### src/rtl/core/psw_pkg.sv
`timescale 1ns / 1ps
// ----------------------------------------------------------------------------
// psw_pkg
// Shared types and constants of the PSK sample window correlator.
// ----------------------------------------------------------------------------
package psw_pkg;

    localparam int STORE_DEPTH_DEFAULT = 1024;
    localparam int QUEUE_DEPTH_DEFAULT = 4;

    localparam int OP_W       = 3;
    localparam int SAMPLE_W   = 16;
    localparam int SHIFT_W    = 16;
    localparam int START_W    = 10;
    localparam int LEN_W      = 8;
    localparam int CORR_W     = 35;
    localparam int COUNT_W    = 11;
    localparam int ADDR_MAX_W = 16;
    localparam int ACC_W      = 26;
    localparam int REF_SHIFT  = 10;

    localparam logic [LEN_W-1:0] LEGACY_LEN_RESET = 8'd32;

    localparam logic [OP_W-1:0] OP_FEED   = 3'd0;
    localparam logic [OP_W-1:0] OP_SHIFT  = 3'd1;
    localparam logic [OP_W-1:0] OP_COS    = 3'd2;
    localparam logic [OP_W-1:0] OP_IQ     = 3'd3;
    localparam logic [OP_W-1:0] OP_LEGACY = 3'd4;

    typedef struct packed {
        logic [OP_W-1:0]     operation;
        logic [SAMPLE_W-1:0] sample_value;
        logic [SHIFT_W-1:0]  shift_amount;
        logic [START_W-1:0]  window_start;
        logic [LEN_W-1:0]    window_length;
    } t_item;

    typedef struct packed {
        logic signed [CORR_W-1:0] correlation;
        logic [COUNT_W-1:0]       stored_count;
        logic                     sample_dropped;
    } t_result;

    typedef enum logic [2:0] {
        CMD_REPORT,
        CMD_FEED,
        CMD_COS,
        CMD_IQ,
        CMD_LEGACY
    } t_cmd_kind;

    typedef struct packed {
        t_cmd_kind             kind;
        logic [ADDR_MAX_W-1:0] addr;
        logic [SAMPLE_W-1:0]   sample;
        logic [LEN_W-1:0]      len;
        logic [1:0]            quad;
        logic [COUNT_W-1:0]    count;
        logic                  dropped;
    } t_cmd;

endpackage

### src/rtl/core/psw_cmd_fifo.sv
`timescale 1ns / 1ps
// ----------------------------------------------------------------------------
// psw_cmd_fifo
// Short command queue between front and back end.
// ----------------------------------------------------------------------------
module psw_cmd_fifo #(
    parameter int QUEUE_DEPTH = psw_pkg::QUEUE_DEPTH_DEFAULT
) (
    input  logic          i_clk,
    input  logic          i_rst_n,
    input  logic          i_push,
    input  psw_pkg::t_cmd i_cmd,
    output logic          o_full,
    input  logic          i_pop,
    output logic          o_valid,
    output psw_pkg::t_cmd o_cmd
);
    import psw_pkg::*;

    localparam int QAW = $clog2(QUEUE_DEPTH);
    localparam int UW  = $clog2(QUEUE_DEPTH + 1);

    t_cmd           r_slot [QUEUE_DEPTH];
    logic [QAW-1:0] r_wr_ptr;
    logic [QAW-1:0] r_rd_ptr;
    logic [UW-1:0]  r_used;
    logic           w_push;
    logic           w_pop;

    assign o_full  = (r_used == UW'(QUEUE_DEPTH));
    assign o_valid = (r_used != '0);
    assign o_cmd   = r_slot[r_rd_ptr];
    assign w_push  = i_push && !o_full;
    assign w_pop   = i_pop && o_valid;

    always_ff @(posedge i_clk) begin
        if (w_push) begin
            r_slot[r_wr_ptr] <= i_cmd;
        end
    end

    always_ff @(posedge i_clk) begin
        if (!i_rst_n) begin
            r_wr_ptr <= '0;
            r_rd_ptr <= '0;
            r_used   <= '0;
        end else begin
            if (w_push) begin
                r_wr_ptr <= (r_wr_ptr == QAW'(QUEUE_DEPTH - 1)) ? '0 : r_wr_ptr + 1'b1;
            end
            if (w_pop) begin
                r_rd_ptr <= (r_rd_ptr == QAW'(QUEUE_DEPTH - 1)) ? '0 : r_rd_ptr + 1'b1;
            end
            if (w_push && !w_pop) begin
                r_used <= r_used + 1'b1;
            end else if (w_pop && !w_push) begin
                r_used <= r_used - 1'b1;
            end
        end
    end

    a_used_bound: assert property (@(posedge i_clk) disable iff (!i_rst_n)
        r_used <= UW'(QUEUE_DEPTH))
        else $error("command queue over capacity");

    a_used_inc: assert property (@(posedge i_clk) disable iff (!i_rst_n)
        (w_push && !w_pop) |=> (r_used == $past(r_used) + 1'b1))
        else $error("command queue count missed a push");

    a_used_dec: assert property (@(posedge i_clk) disable iff (!i_rst_n)
        (w_pop && !w_push) |=> (r_used == $past(r_used) - 1'b1))
        else $error("command queue count missed a pop");

endmodule

### config.mk
export PLATFORM = sky130hd
export DESIGN_NAME = psw_cmd_fifo
export DESIGN_NICKNAME = d
export VERILOG_FILES = /design/src/rtl/core/psw_pkg.sv /design/src/rtl/core/psw_cmd_fifo.sv
export SDC_FILE = /design/constraint.sdc
export NUM_CORES = 1
export LEC_CHECK = 0
export ABC_CLOCK_PERIOD_IN_PS = 3250
export BUFFER_PORTS_ARGS = -buffer_cell sky130_fd_sc_hd__buf_2
export CELL_PAD_IN_SITES_DETAIL_PLACEMENT = 0
export CELL_PAD_IN_SITES_GLOBAL_PLACEMENT = 1
export CORE_MARGIN = 3
export CORE_UTILIZATION = 50
export DETAILED_ROUTE_END_ITERATION = 12
export MAX_ROUTING_LAYER = met4
export PLACE_DENSITY = 0.82
export SLEW_MARGIN = 10
export SYNTH_ARGS = -nofsm -noshare
export SYNTH_HDL_FRONTEND = slang
export SYNTH_SLANG_ARGS = --single-unit
### constraint.sdc
create_clock -name i_clk -period 3.25 [get_ports i_clk]
set_input_delay 0.4875 -clock i_clk [delete_from_list [all_inputs] [get_ports i_clk]]
set_output_delay 0.4875 -clock i_clk [all_outputs]
set_load 0.01 [all_outputs]
==> results.sh <==
export IMPL_outcome="finished clean"
export IMPL_critical_path_endpoint_type="output pin"
export IMPL_drtPass1Iterations=4
export IMPL_drc=0
export IMPL_dieArea_um2=19000
export IMPL_post_cts_setup_buffers=0
export IMPL_numClockSinks=237
export IMPL_slew_headroom_pct=41.6
export IMPL_worstMarginPinSlew_ns=0.877
export IMPL_nNetsFinal=554
export IMPL_synthXorXnorAreaFrac_pct=0.201
export IMPL_worstPathArrival_ns=2.21
export IMPL_postSynthNetCount=416
export IMPL_use_met1_pct=23.1
export IMPL_vias=3948
export IMPL_path_delay_family="flip-flops"
export IMPL_place_ws_ns=0.681
export IMPL_slowest_stage="dfxtp_4"
export IMPL_cts_tree="built"
export IMPL_fillCellCount=1200
export IMPL_grt_pass1_vias=4215
export IMPL_antenna_found_initial=2
export IMPL_portBuffers=119
export IMPL_synth_area_leaders="edfxtp_1 (79%), mux4_2 (15%), dfxtp_1 (2.1%)"
export IMPL_grt_overflow=0
export IMPL_cts_resized=0
export IMPL_syn_avg_cell_area_um2=25.0
export IMPL_yosysWarnings=0
export IMPL_crit_chain="buf_4, mux4_2, buf_2"
export IMPL_synth_top_family_by_area="multiplexers"
export IMPL_peakVddDrop_v=0.000391
export IMPL_clkSlewWorstSetupHoldPaths_ns=0.06
export IMPL_cp_required_ns=2.76
export IMPL_yosysTopAreaCell="edfxtp_1"
export IMPL_use_met3_pct=3.41
export IMPL_max_freq_mhz=370
export IMPL_core_area_um2=16800
export IMPL_hold_violations=0
export IMPL_final_util_pct=61.6
export IMPL_synth_fa_ha_area_share_pct=1.09
export IMPL_grt_pass1_wl_um=23300
export IMPL_start_util_pct=51.7
export IMPL_crit_path_start_kind="register"
export IMPL_hold_buffers=0
export IMPL_final_layout_size_suffix_gt1_share_pct=44.6
export IMPL_post_route_period_util_pct=83.1
export IMPL_cp_num_buf_inv=2
export IMPL_slew_violations=0
export IMPL_stdcell_count=726
export IMPL_min_path_type="in2reg"
export IMPL_placed_cell_area_um2=9600
export IMPL_drt_iter0_drc=241
export IMPL_final_setup_worst_slack_ns=0.548
export IMPL_rsz0062_at_grt="no"
export IMPL_clk_insertion_delay_late_ns=0.50
export IMPL_synth_cell_type_count=23
export IMPL_die_height_um=138
export IMPL_synth_cells=348
export IMPL_wl_um=15400
export IMPL_cts_buffers=24
export IMPL_fin_skew_ns=0.0143
export IMPL_place_congestion=0.694
export IMPL_setup_violations=0
export IMPL_io_pins=120
export IMPL_vias_per_cell=5.44
export IMPL_dp_cells=680
export IMPL_crit_path_max_incr_delay_ns=0.59
export IMPL_path_class="reg2out"
export IMPL_h_tree_depth=1
export IMPL_finalPower_mw=8.19
export IMPL_finalSetupTns_ns=0
export IMPL_hold_ws_ns=0.197
export IMPL_synth_compound_area_share_pct=0.345
export IMPL_synth_area_mux_share_pct=15.1
export IMPL_synth_top_cell_area_share_pct=78.7
export IMPL_wl_per_cell_um=21.2
export IMPL_ant_nets=0
export IMPL_synthSimpleGateAreaFrac_pct=1.19
export IMPL_ys_seq_area_share_pct=80.8
export IMPL_die_w_um=138
export IMPL_cp_max_fo=19
export IMPL_pwr_density_cell_nw_per_um2=790
export IMPL_hpwl_um=9300
export IMPL_cts_root_buf="clkbuf_16"
export IMPL_syn_cell_area_um2=8690
export IMPL_gr_max_usage_layer="met2"
export IMPL_synth_seq_cells=237
export IMPL_design_area_um2=10400
export IMPL_rows=47
export IMPL_period_needed_ns=2.70
export IMPL_maxCapViolCount=0
export IMPL_clock_path_buffers=3
export IMPL_p_leak_nw=3.51
export IMPL_syn_to_final_growth_pct=19.2
export IMPL_track_usage_pct=16.9
export IMPL_grt_util_met2_pct=26.7
export IMPL_grt_max_degree=58
[cell families (layout without fill, tap and decap cells)]
| family | after synthesis | in the layout |
|---|---|---|
| AOI/OAI and AO/OA | 5 | 5 |
| xor gates and xnor gates | 2 | 2 |
| adders and majority gates | 7 | 7 |
| buffers and inverters | 17 | 173 |
| DFF | 237 | 237 |
| muxes | 60 | 60 |
| other | 0 | 2 |
| and+or+nand+nor | 20 | 20 |
[power by group]
group          total [mW]  switching, mW  internal (mW)
Combinational        1.68          0.822          0.861
Sequential           3.92          0.199           3.72
Clock                2.58           1.05           1.53
Total                8.19           2.07           6.11
[area by class of cell]
cell class	instances	area, um2	share of cell area (%)
Clock inverter	6	33.8	0.326
Sequential cell	237	7030	67.9
Timing Repair Buffer	126	711	6.86
Tap cell	220	275	2.66
Multi-Input combinational cell	94	1570	15.1
Clock buffer	38	724	6.99
Inverter	3	11.3	0.109
Antenna cell	2	5.00	0.0483
[final timing paths]
path / to / start / slack [ns] / depth (start not counted)
setup reg to reg: r_used[2]$_SDFFE_PN0P_ / r_used[0]$_SDFFE_PN0P_ / 0.74 / 8
hold reg to reg: r_wr_ptr[1]$_SDFFE_PN0P_ / r_wr_ptr[1]$_SDFFE_PN0P_ / 0.51 / 2
hold / removal: r_slot[0][26]$_DFFE_PP_ / i_cmd[26] / 0.20 / 1
setup / recovery: o_cmd[50] / register / 0.55 / 3
[per-layer routing]
metal	vias to the layer above	wire (um)
li1	1758	-
met1	2027	6400
met2	140	7480
met3	23	1250
met4	0	252
met5	-	0
[flip-flops by register name, summed over array words and instances (netlist names), named ones only]
register and count:
r_slot 228, r_used 3, r_rd_ptr 2, r_wr_ptr 2
[synthesized netlist by cell type (all sizes together)]
cell and count:
o21ai 3, nor2 2, buf 11, a21boi 1
nand2 6, nor3b 1, and2 5, or3 2
o31ai 1, xnor2 1, inv 3, mux2i 3
xor2 1, edfxtp 228, fa 1, mux4 57
dfxtp 9, clkbuf 3, ha 6, nand3 2
nor2b 2
[placed cells by master, fill, tap and decap left out, types with 3 or more instances in the layout]
cell type	netlist	routed
clkinv_2	0	5
nand2_1	6	6
clkbuf_8	0	5
mux2i_1	3	3
mux4_2	57	57
clkbuf_1	3	8
buf_12	0	5
ha_1	6	6
clkbuf_16	0	25
buf_2	5	119
edfxtp_1	228	228
and2_4	0	4
inv_1	3	3
dfxtp_1	9	7
o21ai_0	3	3
Power figures use the tool's default switching activity.
