### config.mk
export PLATFORM = sky130hd
export DESIGN_NAME = psw_front
export DESIGN_NICKNAME = d
export VERILOG_FILES = /design/src/rtl/core/psw_pkg.sv /design/src/rtl/core/psw_front.sv
export SDC_FILE = /design/constraint.sdc
export NUM_CORES = 1
export LEC_CHECK = 0
export ABC_AREA = 1
export CAP_MARGIN = 0
export CORE_UTILIZATION = 45
export DETAILED_ROUTE_END_ITERATION = 12
export DONT_BUFFER_PORTS = 1
export HOLD_SLACK_MARGIN = 0.06
export PLACE_DENSITY_LB_ADDON = 0.2
export RECOVER_POWER = 25
export SYNTH_ARGS = -nofsm -noshare
export SYNTH_HDL_FRONTEND = slang
export SYNTH_SLANG_ARGS = --single-unit
### constraint.sdc
create_clock -name i_clk -period 4.6 [get_ports i_clk]
set_input_delay 0.23 -clock i_clk [delete_from_list [all_inputs] [get_ports i_clk]]
set_output_delay 0.23 -clock i_clk [all_outputs]
set_load 0.02 [all_outputs]
### src/rtl/core/psw_pkg.sv
`timescale 1ns / 1ps
// ----------------------------------------------------------------------------
// psw_pkg
// Shared types and constants of the PSK sample window correlator.
// ----------------------------------------------------------------------------
package psw_pkg;

    localparam int STORE_DEPTH_DEFAULT = 1024;
    localparam int QUEUE_DEPTH_DEFAULT = 4;

    localparam int OP_W       = 3;
    localparam int SAMPLE_W   = 16;
    localparam int SHIFT_W    = 16;
    localparam int START_W    = 10;
    localparam int LEN_W      = 8;
    localparam int CORR_W     = 35;
    localparam int COUNT_W    = 11;
    localparam int ADDR_MAX_W = 16;
    localparam int ACC_W      = 26;
    localparam int REF_SHIFT  = 10;

    localparam logic [LEN_W-1:0] LEGACY_LEN_RESET = 8'd32;

    localparam logic [OP_W-1:0] OP_FEED   = 3'd0;
    localparam logic [OP_W-1:0] OP_SHIFT  = 3'd1;
    localparam logic [OP_W-1:0] OP_COS    = 3'd2;
    localparam logic [OP_W-1:0] OP_IQ     = 3'd3;
    localparam logic [OP_W-1:0] OP_LEGACY = 3'd4;

    typedef struct packed {
        logic [OP_W-1:0]     operation;
        logic [SAMPLE_W-1:0] sample_value;
        logic [SHIFT_W-1:0]  shift_amount;
        logic [START_W-1:0]  window_start;
        logic [LEN_W-1:0]    window_length;
    } t_item;

    typedef struct packed {
        logic signed [CORR_W-1:0] correlation;
        logic [COUNT_W-1:0]       stored_count;
        logic                     sample_dropped;
    } t_result;

    typedef enum logic [2:0] {
        CMD_REPORT,
        CMD_FEED,
        CMD_COS,
        CMD_IQ,
        CMD_LEGACY
    } t_cmd_kind;

    typedef struct packed {
        t_cmd_kind             kind;
        logic [ADDR_MAX_W-1:0] addr;
        logic [SAMPLE_W-1:0]   sample;
        logic [LEN_W-1:0]      len;
        logic [1:0]            quad;
        logic [COUNT_W-1:0]    count;
        logic                  dropped;
    } t_cmd;

endpackage

### src/rtl/core/psw_front.sv
`timescale 1ns / 1ps
// ----------------------------------------------------------------------------
// psw_front
// Accepts items, keeps pointer, count and phase, and turns each item into
// a command for the back end.
// ----------------------------------------------------------------------------
module psw_front #(
    parameter int STORE_DEPTH = psw_pkg::STORE_DEPTH_DEFAULT
) (
    input  logic                       i_clk,
    input  logic                       i_rst_n,
    input  logic                       i_push,
    input  psw_pkg::t_item             i_item,
    input  logic                       i_queue_full,
    input  logic                       i_cfg_valid,
    output logic                       o_cfg_ready,
    input  logic [psw_pkg::LEN_W-1:0]  i_cfg_data,
    output logic                       o_cmd_push,
    output psw_pkg::t_cmd              o_cmd
);
    import psw_pkg::*;

    localparam int PW   = $clog2(STORE_DEPTH);
    localparam int CW   = $clog2(STORE_DEPTH + 1);
    localparam int CMPW = (CW > SHIFT_W) ? CW : SHIFT_W;
    localparam int AW   = (CW > START_W) ? CW : START_W;

    logic [PW-1:0]    r_ptr, n_ptr;
    logic [CW-1:0]    r_total, n_total;
    logic [2:0]       r_phase, n_phase;
    logic [LEN_W-1:0] r_legacy_len;

    logic             w_accept;
    logic [PW-1:0]    w_addend;
    logic [PW:0]      w_sum;
    logic [PW:0]      w_wrap;
    logic             w_in_range;
    logic [AW-1:0]    w_avail;
    logic [LEN_W-1:0] w_lim;
    logic [LEN_W-1:0] w_n;

    assign w_accept    = i_push && !i_queue_full;
    assign o_cmd_push  = w_accept;
    assign o_cfg_ready = 1'b1;

    always_comb begin
        case (i_item.operation)
            OP_FEED:  w_addend = PW'(r_total);
            OP_SHIFT: w_addend = PW'(i_item.shift_amount);
            default:  w_addend = PW'(i_item.window_start);
        endcase
    end

    assign w_sum  = {1'b0, r_ptr} + {1'b0, w_addend};
    assign w_wrap = (w_sum >= (PW+1)'(STORE_DEPTH)) ? w_sum - (PW+1)'(STORE_DEPTH) : w_sum;

    assign w_in_range = AW'(i_item.window_start) < AW'(r_total);
    assign w_avail    = AW'(r_total) - AW'(i_item.window_start);
    assign w_lim      = (i_item.operation == OP_LEGACY) ? r_legacy_len : i_item.window_length;
    assign w_n        = !w_in_range ? '0 :
                        (w_avail < AW'(w_lim)) ? w_avail[LEN_W-1:0] : w_lim;

    always_comb begin
        n_ptr   = r_ptr;
        n_total = r_total;
        n_phase = r_phase;
        o_cmd.kind    = CMD_REPORT;
        o_cmd.addr    = ADDR_MAX_W'(w_wrap[PW-1:0]);
        o_cmd.sample  = i_item.sample_value;
        o_cmd.len     = w_n;
        o_cmd.quad    = i_item.window_start[1:0] + r_phase[1:0];
        o_cmd.dropped = 1'b0;
        case (i_item.operation)
            OP_FEED: begin
                if (r_total < CW'(STORE_DEPTH)) begin
                    o_cmd.kind = CMD_FEED;
                    n_total    = r_total + 1'b1;
                end else begin
                    o_cmd.dropped = 1'b1;
                end
            end
            OP_SHIFT: begin
                if (CMPW'(i_item.shift_amount) >= CMPW'(r_total)) begin
                    n_ptr   = '0;
                    n_total = '0;
                end else begin
                    n_ptr   = w_wrap[PW-1:0];
                    n_total = r_total - CW'(i_item.shift_amount);
                end
                n_phase = r_phase + i_item.shift_amount[2:0];
            end
            OP_COS:    o_cmd.kind = CMD_COS;
            OP_IQ:     o_cmd.kind = CMD_IQ;
            OP_LEGACY: o_cmd.kind = CMD_LEGACY;
            default:   o_cmd.kind = CMD_REPORT;
        endcase
        o_cmd.count = COUNT_W'(n_total);
    end

    always_ff @(posedge i_clk) begin
        if (!i_rst_n) begin
            r_ptr        <= '0;
            r_total      <= '0;
            r_phase      <= '0;
            r_legacy_len <= LEGACY_LEN_RESET;
        end else begin
            if (w_accept) begin
                r_ptr   <= n_ptr;
                r_total <= n_total;
                r_phase <= n_phase;
            end
            if (i_cfg_valid) begin
                r_legacy_len <= i_cfg_data;
            end
        end
    end

endmodule

==> results of run 1 <==
state kept, by name, summed over array words and instances (netlist names):
name / flops
r_total: 11
r_ptr: 10
r_phase: 2
r_legacy_len: 8
worst max-delay path, delay by kind of cell (launching register included):
family / cells / cell delay [ns]
fa+ha+maj: 3 / 0.88
simple gates: 11 / 1.32
flops: 1 / 0.37
xor+xnor: 1 / 0.19
buf+inv: 5 / 0.39
metrics by stage:
step,hold slack (ns),std cells
finish,0.0670,850
global placement,0.345,841
global route,0.0682,850
floorplan,0.341,746
CTS,0.0626,850
detailed placement,0.354,841
power groups by stage:
| stage | registers [mW] | clock network [mW] | logic (mW) |
|---|---|---|---|
| 2_1_floorplan | 0.295 | 0 | 0.377 |
| 3_3_place_gp | 0.302 | 0 | 0.415 |
| 3_5_place_dp | 0.303 | 0 | 0.423 |
| 4_1_cts | 0.296 | 0.287 | 0.426 |
| 5_1_grt | 0.298 | 0.296 | 0.486 |
| 6_report | 0.297 | 0.280 | 0.427 |
cells in the final DEF, fill, tap and decap left out, types with 8 or more instances in the layout:
cell and instances:
ha_1 50, nand2_1 191, o21ai_0 36, dfxtp_1 31, nand4_1 15, nand3_1 39
a21oi_1 55, nand2_2 15, xnor2_1 10, inv_1 123, o22ai_1 8, nor2_1 59
worst max path at each step:
stage	startpoint	cells after the start	slack, ns	to
after detailed placement	i_item[52]	12	1.24	r_ptr[6]$_SDFFE_PN0P_
after global placement	i_item[52]	13	1.33	r_ptr[6]$_SDFFE_PN0P_
after global routing	r_total[0]$_SDFFE_PN0P_	20	0.56	o_cmd[21]
after floorplan	r_total[0]$_SDFFE_PN0P_	20	1.54	o_cmd[18]
final	r_total[0]$_SDFFE_PN0P_	20	0.91	o_cmd[18]
after CTS	r_total[0]$_SDFFE_PN0P_	20	0.92	o_cmd[20]
final cells by class:
class | instances | area, um2 | area share [%]
clock buffer | 5 | 68.8 | 1.52
clock inverter | 3 | 43.8 | 0.969
inverter | 129 | 485 | 10.7
multi-input combinational | 551 | 3120 | 69.1
sequential | 31 | 621 | 13.7
tap | 129 | 161 | 3.57
timing repair buffer | 2 | 17.5 | 0.388
layer usage:
layer / wire, um / up-vias / track usage, %
met4: 305 / 0 / 7.47
met1: 5320 / 2022 / 31.2
met3: 1140 / 33 / 5.87
li1: - / 2283 / -
met5: 0 / - / 0
met2: 5610 / 172 / 41.7
what timing repair did:
action / in CTS / in global routing
hold buffers: 1 / 0
hold endpoints to repair: 1 / 0
setup buffers: 0 / 0
resized for setup: 0 / 0
setup endpoints to repair: 0 / 0
cells by family (layout without fill, tap and decap cells):
group / after synthesis / in the layout / share of synthesized area (%)
simple gates: 356 / 356 / 36.2
buf+inv: 164 / 139 / 16.4
compound gates: 118 / 118 / 14.3
fa+ha+maj: 53 / 53 / 15.4
flops: 31 / 31 / 13.9
xor+xnor: 17 / 17 / 3.51
other cells: 2 / 7 / 0.169
==> reports/results.tsv, run 1 <==
stage	metric	value	unit
critical_path	r2r-end	r_ptr[6]$_SDFFE_PN0P_	
yosys	ys_top_cells_by_count	191 x nand2_1, 123 x inv_1, 60 x nor2_1	
placed_design	hpwl	10.3	mm
drt	wire_per_inst	14.6	um
global_route	antenna_found_initial	0	
drt	viasPerCell	5.31	
critical_path	cp_slowest_stage_delay	0.43	ns
pwr	p_sw_share	42.5	%
yosys	ys_warn_count	0	
drt	firstDrtPassIters	5	
pwr	p_switching	0.427	mW
critical_path	endpoint_kind	primary output	
pwr	vdd_ir_drop_max	0.111	mV
global_route	grt_util_all_layers	24.7	%
drt	dr.first_iter.drc_count	205	
critical_path	cp_common_cell	nand2_1	
timing	max-slew-margin-rel	47.3	%
final_layout	finalNetCount	839	
timing	rsz0062_at_grt	false	
drt	wl	12.4	mm
final_layout	num-fill-cells	1048	
timing	fin_ws	0.913	ns
yosys	yosys.area.top_type	nand2_1	
final_layout	fin_util	48.0	%
timing	fin_crit	3.69	ns
critical_path	worstPathRequired	4.37	ns
die	die_x	101	um
pwr	finalPower	1.00	mW
final_layout	design_area	4520	um2
critical_path	path_class	flip-flop to primary output	
clocking	cts_htree_levels	2	
critical_path	timing.rr.start	r_total[1]$_SDFFE_PN0P_	
timing	final-hold-violation-count	0	
final_layout	drive_above_1_share	7.77	%
global_route	grt_pass1_vias	4211	
pwr	power_density	222	nW/um2
die	die_area	10300	um2
clocking	cts_made_buffers	5	
yosys	ys.flop_type	dfxtp_1	
critical_path	r2r_cells	9	
yosys	synthArstFlopShare	0	%
final_layout	syn2layout_area_growth	1.49	%
yosys	ys_ff_latch	31	
timing	tns	0	ns
clocking	clkLatencyLatePin	0.29	ns
yosys	ys_seq_area_share	13.9	%
hold_path	holdPathEnd	r_legacy_len[5]$_SDFFE_PN1P_	
yosys	synth.distinct_cells	41	
global_route	grt_overflow	0	
timing	max_freq	271	MHz
placed_design	pre_cts_ws	1.24	ns
pwr	p_int	0.577	mW
drt	vias	4510	
timing	worstMarginPinSlew	0.782	ns
timing	slew_viol_final	0	
yosys	syn_area_per_cell	6.01	um2
critical_path	crit_path_start_kind	flip-flop	
die	die_height	101	um
pwr	p_seq_share	29.6	%
pwr	combPwrFrac	42.6	%
die	start_util	47.3	%
yosys	synth_edf_count	0	
placed_design	post_dp_cell_area	4400	um2
placed_design	gp_congestion	0.918	
yosys	synthCells	741	
yosys	yosys.area.top_type_share	16.1	%
die	io_pins	125	
critical_path	crit_path_max_fanout	9	
timing	finClkSkew	0.0138	ns
critical_path	worstPathCellList	inv_1 -> ha_1 -> inv_1 -> fa_1 -> nand2_1 -> nand2_2 -> nand2_1 -> nand2_1 -> xnor2_1 -> inv_1 -> ha_1 -> nand2_1 -> inv_1 -> nor3_1 -> nand2_1 -> nand2_4 -> clkinv_2 -> nor2_4 -> nor2_1 -> nor2_1	
placed_design	portBuffers	0	
global_route	grt_pass1_wl	19.9	mm
run	max_cap_viol_count	0	
clocking	clk_pin_slew	0.08	ns
final_layout	n_antenna_cell	0	
yosys	netlist_area	4450	um2
global_route	grt_max_degree	25	
pwr	p_clk_share	27.9	%
critical_path	slowest_stage	fa_1	
pwr	power.leakage	2.49	nW
timing	post-route-period-util	80.2	%
die	rows	35	
yosys	ys_top_cells_by_area	nand2_1 16%, ha_1 14%, dfxtp_1 14%	
clocking	cts_tree	yes	
clocking	clock_path_buffers	2	
yosys	synth.most_common_cell	nand2_1	
hold_path	hold_path_class	primary input to flip-flop	
status	run_status	completed	
clocking	clock-root-buffer	clkbuf_8	
critical_path	worst-r2r-setup-slack	1.60	ns
drt	drc	0	
hold_path	worstHoldPathCells	2	
hold_path	min_from	i_cfg_valid	
timing	setup_viol	0	
clocking	cts_sinks	31	
drt	ant_nets	0	
critical_path	crit_arrival	3.46	ns
die	design.core.area	9420	um2
No activity file was read; power rests on OpenSTA's default activity.
==> inputs of run 2 (changes only) <==
==> constraint.sdc (replaced) <==
create_clock -name i_clk -period 3 [get_ports i_clk]
set_input_delay 0.15 -clock i_clk [delete_from_list [all_inputs] [get_ports i_clk]]
set_output_delay 0.15 -clock i_clk [all_outputs]
set_load 0.02 [all_outputs]
==> run 2 against run 1 <==
The flow now finishes with violations (negative setup slack). Global-route usage rose by 0.66 points. Via count rose by 3.3%. Routed wire length rose by 5.3%. Register-to-register slack got worse by 1.1 ns. Sequential share of layout area fell by 1.3 points. Total power rose by 60%. Combinational power rose by 95%. Non-clock buffer count rose by 41. Cell area rose by 11%. First-iteration DRC count rose by 20%. Die area did not move. Critical endpoint is now o_cmd[14]. Largest power group unchanged. Highest routed layer unchanged.
==> reports/results.tsv, run 2 (synthesis gave the netlist of run 1 again) <==
stage	metric	value	unit
timing	fin_ws	-0.0962	ns
clocking	cts_htree_levels	2	
clocking	clkLatencyLatePin	0.29	ns
global_route	grt_pass1_vias	4255	
final_layout	max_flop_register	r_total	
drt	drc	0	
hold_path	hold_path_class	primary input to flip-flop	
global_route	antenna_found_initial	0	
drt	dr.first_iter.drc_count	245	
drt	ant_nets	0	
critical_path	cp_common_cell	nand2_2	
final_layout	n_antenna_cell	0	
global_route	grt_util_all_layers	25.4	%
clocking	cts_made_buffers	5	
die	die_height	101	um
timing	final-hold-violation-count	0	
die	design.core.area	9420	um2
clocking	clock_path_buffers	2	
critical_path	slowest_stage	fa_2	
final_layout	drive_above_1_share	16.9	%
final_layout	final_common_cell	nand2_1	
final_layout	largest_register_ff_count	11	
run	max_cap_viol_count	0	
timing	setup_viol	8	
drt	wire_per_inst	14.6	um
critical_path	worstPathCellList	inv_2 -> ha_4 -> inv_2 -> fa_2 -> nand2_2 -> nand2_4 -> nand2_2 -> nand2_2 -> xnor2_2 -> inv_2 -> ha_4 -> nand2_2 -> inv_2 -> nor3_2 -> nand2_2 -> nand2_4 -> clkinv_4 -> nor2_4 -> nor2_1 -> nor2_2 -> buf_6	
critical_path	cp.buffers_inverters	6	
timing	post-route-period-util	103	%
global_route	grt_pass1_wl	20.4	mm
timing	slew_viol_final	0	
final_layout	syn2layout_area_growth	12.4	%
status	violations	negative setup slack	
final_layout	num-fill-cells	974	
global_route	grt_max_degree	24	
drt	vias	4661	
critical_path	crit_arrival	2.95	ns
drt	firstDrtPassIters	5	
timing	worstMarginPinSlew	1.11	ns
placed_design	portBuffers	0	
critical_path	cp_slowest_stage_delay	0.34	ns
timing	max_freq	323	MHz
die	start_util	47.3	%
final_layout	fin_util	53.1	%
die	die_area	10300	um2
drt	viasPerCell	5.23	
critical_path	worstPathRequired	2.85	ns
die	die_x	101	um
final_layout	mostFrequentLayoutCells	184 x nand2_1, 117 x inv_1, 58 x nor2_1, 53 x a21oi_1, 44 x ha_1	
die	io_pins	125	
critical_path	crit_path_start_kind	flip-flop	
timing	max-slew-margin-rel	25.9	%
critical_path	endpoint_kind	primary output	
timing	tns	-0.580	ns
global_route	grt_overflow	0	
critical_path	crit_family	simple AND/OR/NAND/NOR gates	
final_layout	top_regs	r_total x11, r_ptr x10, r_legacy_len x8	
placed_design	gp_congestion	0.938	
placed_design	hpwl	10.5	mm
clocking	cts_tree	yes	
critical_path	path_class	flip-flop to primary output	
critical_path	crit_path_max_fanout	8	
timing	rsz0062_at_grt	true	
timing	finClkSkew	0.00738	ns
final_layout	finalNetCount	880	
clocking	cts_sinks	31	
status	run_status	finished, violations left	
timing	fin_crit	3.10	ns
pwr	vdd_ir_drop_max	0.236	mV
pwr	power_density	322	nW/um2
drt	wl	13.0	mm
die	rows	35	
clocking	clk_pin_slew	0.07	ns
clocking	clock-root-buffer	clkbuf_8	
pwr	power.leakage	2.69	nW
==> run 2: changes by cell type in the layout (fill, tap and decap cells not counted), sizes merged <==
cell	change
buf	+34
clkbuf	+1
clkinv	-1
bufinv	-1
dlygate4sd3	+6
clkinvlp	+2
==> run 2: timing repair <==
action                                 in CTS  in global routing
endpoints found under the hold margin      21                  0
setup endpoints to repair                   9                 10
hold buffers                                7                  0
pin swaps                                  26                 27
resized for setup                          20                 29
setup buffers                               3                  3
==> run 2: power breakdown <==
group | leakage (nW) | internal [mW] | total, mW | switching [mW]
combinational | 2.39 | 0.305 | 0.831 | 0.526
sequential | 0.255 | 0.430 | 0.445 | 0.0151
clock | 0.0402 | 0.161 | 0.334 | 0.172
==> run 2: path summary, 6_finish.rpt <==
check / startpoint / slack, ns / endpoint / cells past startpoint
worst max register to register: r_total[1]$_SDFFE_PN0P_ / 0.50 / r_ptr[6]$_SDFFE_PN0P_ / 10
worst min-delay path: i_cfg_data[0] / 0.07 / r_legacy_len[0]$_SDFFE_PN0P_ / 2
worst min register to register: r_legacy_len[0]$_SDFFE_PN0P_ / 0.46 / r_legacy_len[0]$_SDFFE_PN0P_ / 2
worst max-delay path: r_total[0]$_SDFFE_PN0P_ / -0.1 / o_cmd[14] / 21
==> run 2: cell type report <==
type / instances / area, um2 / share of cell area (%)
timing repair buffer: 43 / 348 / 6.95
multi-input combinational: 551 / 3290 / 65.7
inverter: 129 / 492 / 9.83
tap: 129 / 161 / 3.23
clock buffer: 5 / 68.8 / 1.38
clock inverter: 3 / 20.0 / 0.400
sequential: 31 / 624 / 12.5
==> run 2: per-layer routing <==
metal	share of wire (%)	vias to the layer above	global-route usage [%]
li1	-	2373	-
met1	44	2128	32.4
met2	47	140	43.6
met3	6.9	20	4.97
met4	1.4	0	6.47
met5	0	-	0
==> run 2: metrics by stage <==
stage               setup WS, ns  instance area (um2)  total power, mW  std cells  hold slack (ns)
floorplan                 0.0210                 4470             1.03        746            0.261
global placement           0.100                 4610             1.14        870            0.265
detailed placement       -0.0427                 4610             1.16        870            0.272
CTS                       -0.146                 4860             1.55        888           0.0662
global route              -0.272                 5000             1.74        891           0.0921
finish                   -0.0962                 5000             1.61        891           0.0714
==> inputs of run 3 (changes only) <==
==> constraint.sdc (replaced) <==
create_clock -name i_clk -period 3 [get_ports i_clk]
set_input_delay 0.45 -clock i_clk [delete_from_list [all_inputs] [get_ports i_clk]]
set_output_delay 0.45 -clock i_clk [all_outputs]
set_load 0.02 [all_outputs]
==> run 3 against run 2 <==
Sequential share of layout area down 0.57 points. Non-clock buffer count up 12. The flow still finishes with violations (negative setup slack). Global-route usage up 0.50 points. Sequential cell count unchanged. Cell count up 1.3%. Register-to-register slack better by 0.05 ns. Core utilization up 2.4 points. Fmax down 11%. Critical path depth unchanged.
==> reports/results.tsv, run 3 (synthesis gave the netlist of run 1 again) <==
stage	metric	value	unit
status	run_status	finished, violations left	
status	violations	negative setup slack	
final_layout	fin_util	55.6	%
global_route	antenna_found_initial	0	
global_route	grt_pass1_vias	4426	
drt	dr.first_iter.drc_count	218	
timing	worstMarginPinSlew	0.559	ns
clocking	clock-root-buffer	clkbuf_8	
die	io_pins	125	
pwr	p_sw_share	44.1	%
critical_path	worstPathCellList	inv_2 -> ha_4 -> inv_2 -> fa_2 -> nand2_2 -> nand2_4 -> nand2_2 -> nand2_2 -> xnor2_2 -> inv_2 -> ha_4 -> nand2_2 -> inv_2 -> nor3_2 -> nand2_2 -> nand2_4 -> clkinv_4 -> nor2_4 -> buf_12 -> nor2_2 -> nor2_4	
pwr	p_seq_share	26.6	%
timing	tns	-3.50	ns
die	die_area	10300	um2
timing	fin_crit	3.46	ns
critical_path	worstPathRequired	2.55	ns
drt	wire_per_inst	14.9	um
drt	vias	4702	
timing	post-route-period-util	115	%
drt	firstDrtPassIters	7	
placed_design	dpl.cell_count	887	
global_route	grt.busiest_layer	met2	
timing	final-hold-violation-count	0	
clocking	cts_htree_levels	2	
timing	fin_ws	-0.460	ns
critical_path	slowest_stage	fa_2	
die	die_height	101	um
placed_design	gp_congestion	0.938	
critical_path	crit_path_start_kind	flip-flop	
timing	slew_viol_final	0	
pwr	p_switching	0.735	mW
global_route	grt_util_all_layers	25.9	%
timing	setup_viol	8	
critical_path	crit_arrival	3.01	ns
clocking	cts_sinks	31	
hold_path	hold_path_class	primary input to flip-flop	
final_layout	finalNetCount	892	
global_route	grt_pass1_wl	20.9	mm
final_layout	mostFrequentLayoutCells	178 x nand2_1, 117 x inv_1, 51 x buf_4, 50 x a21oi_1, 45 x ha_1	
clocking	cts_tree	yes	
pwr	power.leakage	2.79	nW
global_route	use_met3	6.42	%
critical_path	crit_family	simple AND/OR/NAND/NOR gates	
critical_path	cp_common_cell	nand2_2	
critical_path	endpoint_kind	primary output	
drt	drc	0	
drt	viasPerCell	5.21	
die	die_x	101	um
final_layout	syn2layout_area_growth	17.5	%
placed_design	portBuffers	0	
clocking	cts_made_buffers	5	
final_layout	final_cells	903	
global_route	grt_overflow	0	
pwr	power_density	319	nW/um2
global_route	use_met2	44.9	%
final_layout	drive_above_1_share	22.6	%
die	start_util	47.3	%
placed_design	hpwl	10.8	mm
drt	wl	13.4	mm
pwr	p_clk_share	20.4	%
final_layout	max_flop_register	r_total	
final_layout	top_regs	r_total x11, r_ptr x10, r_legacy_len x8	
global_route	use_met1	32.2	%
clocking	clkLatencyLatePin	0.29	ns
critical_path	crit_path_max_fanout	7	
timing	max_freq	289	MHz
critical_path	cp.buffers_inverters	6	
run	max_cap_viol_count	0	
die	design.core.area	9420	um2
final_layout	final_common_cell	nand2_1	
clocking	clock_path_buffers	2	
drt	ant_nets	0	
final_layout	n_antenna_cell	0	
clocking	clk_pin_slew	0.08	ns
critical_path	cp_slowest_stage_delay	0.35	ns
die	rows	35	
timing	rsz0062_at_grt	true	
final_layout	largest_register_ff_count	11	
critical_path	path_class	flip-flop to primary output	
pwr	p_int	0.932	mW
pwr	vdd_ir_drop_max	0.191	mV
timing	finClkSkew	0.0119	ns
timing	max-slew-margin-rel	62.3	%
pwr	combPwrFrac	53.1	%
global_route	grt_max_degree	25	
[run 3: cell count changes in the layout (fill, tap and decap cells not counted), moves of 3 or more]
cell / before / now
a21oi_1: 53 / 50
a21oi_2: 4 / 7
buf_12: 0 / 3
nor2_1: 58 / 43
nand2_2: 21 / 25
nor2_4: 4 / 14
nand3_1: 32 / 36
nand2_1: 184 / 178
nand3_2: 10 / 6
dlygate4sd3_1: 7 / 0
buf_4: 33 / 51
nor2_2: 8 / 13
[run 3: path summary, 6_finish.rpt]
path | from | endpoint | slack [ns] | cells past startpoint
max | r_total[0]$_SDFFE_PN0P_ | o_cmd[20] | -0.46 | 21
min | i_cfg_valid | r_legacy_len[5]$_SDFFE_PN1P_ | 0.26 | 1
max reg2reg | r_total[1]$_SDFFE_PN0P_ | r_ptr[6]$_SDFFE_PN0P_ | 0.55 | 10
min reg2reg | r_legacy_len[0]$_SDFFE_PN0P_ | r_legacy_len[0]$_SDFFE_PN0P_ | 0.46 | 2
[run 3: through the flow]
step	worst slack, ns	cell area [um2]	hold slack, ns	total power [mW]
6_report	-0.460	5230	0.262	1.67
5_1_grt	-0.587	5230	0.270	1.79
4_1_cts	-0.419	5030	0.255	1.61
3_5_place_dp	-0.221	4810	0.451	1.22
3_3_place_gp	-0.170	4810	0.442	1.20
2_1_floorplan	-0.0944	4520	0.429	1.04
[run 3: final cells by class]
type | count | area (um2)
inverters | 129 | 489
clock buffers | 5 | 68.8
clock inverters | 3 | 20.0
flip-flops and latches | 31 | 623
repair buffers | 55 | 454
fillers | 959 | 4180
multi-input cells | 551 | 3420
well taps | 129 | 161
[run 3: repair_timing]
item / in CTS / in global routing
hold buffers: 0 / 0
resized for setup: 28 / 39
setup buffers: 2 / 6
endpoints found under the setup margin: 11 / 18
endpoints found under the hold margin: 0 / 0
pin swaps: 18 / 25
[run 3: routing by layer]
metal | wire, um | part of all wire [%]
met1 | 5730 | 43
met2 | 6390 | 48
met3 | 1060 | 7.9
met4 | 240 | 1.8
met5 | 0 | 0
[run 3: power by group through the flow]
| stage | logic [mW] | registers [mW] | clock network [mW] |
|---|---|---|---|
| final | 0.885 | 0.443 | 0.339 |
| after detailed placement | 0.766 | 0.452 | 0 |
| after global routing | 0.978 | 0.445 | 0.365 |
| after global placement | 0.751 | 0.451 | 0 |
| after floorplan | 0.591 | 0.453 | 0 |
| after CTS | 0.815 | 0.442 | 0.351 |
[run 3: worst reg2reg max path, cell delays in order, from the launching register on]
cell and delay [ns]:
dfxtp_2 0.37, buf_4 0.17, inv_1 0.11, a221oi_2 0.33, inv_1 0.12, fa_2 0.40
o21ai_2 0.20, a21oi_1 0.13, xnor2_2 0.34, nand2_1 0.10, a21oi_1 0.13
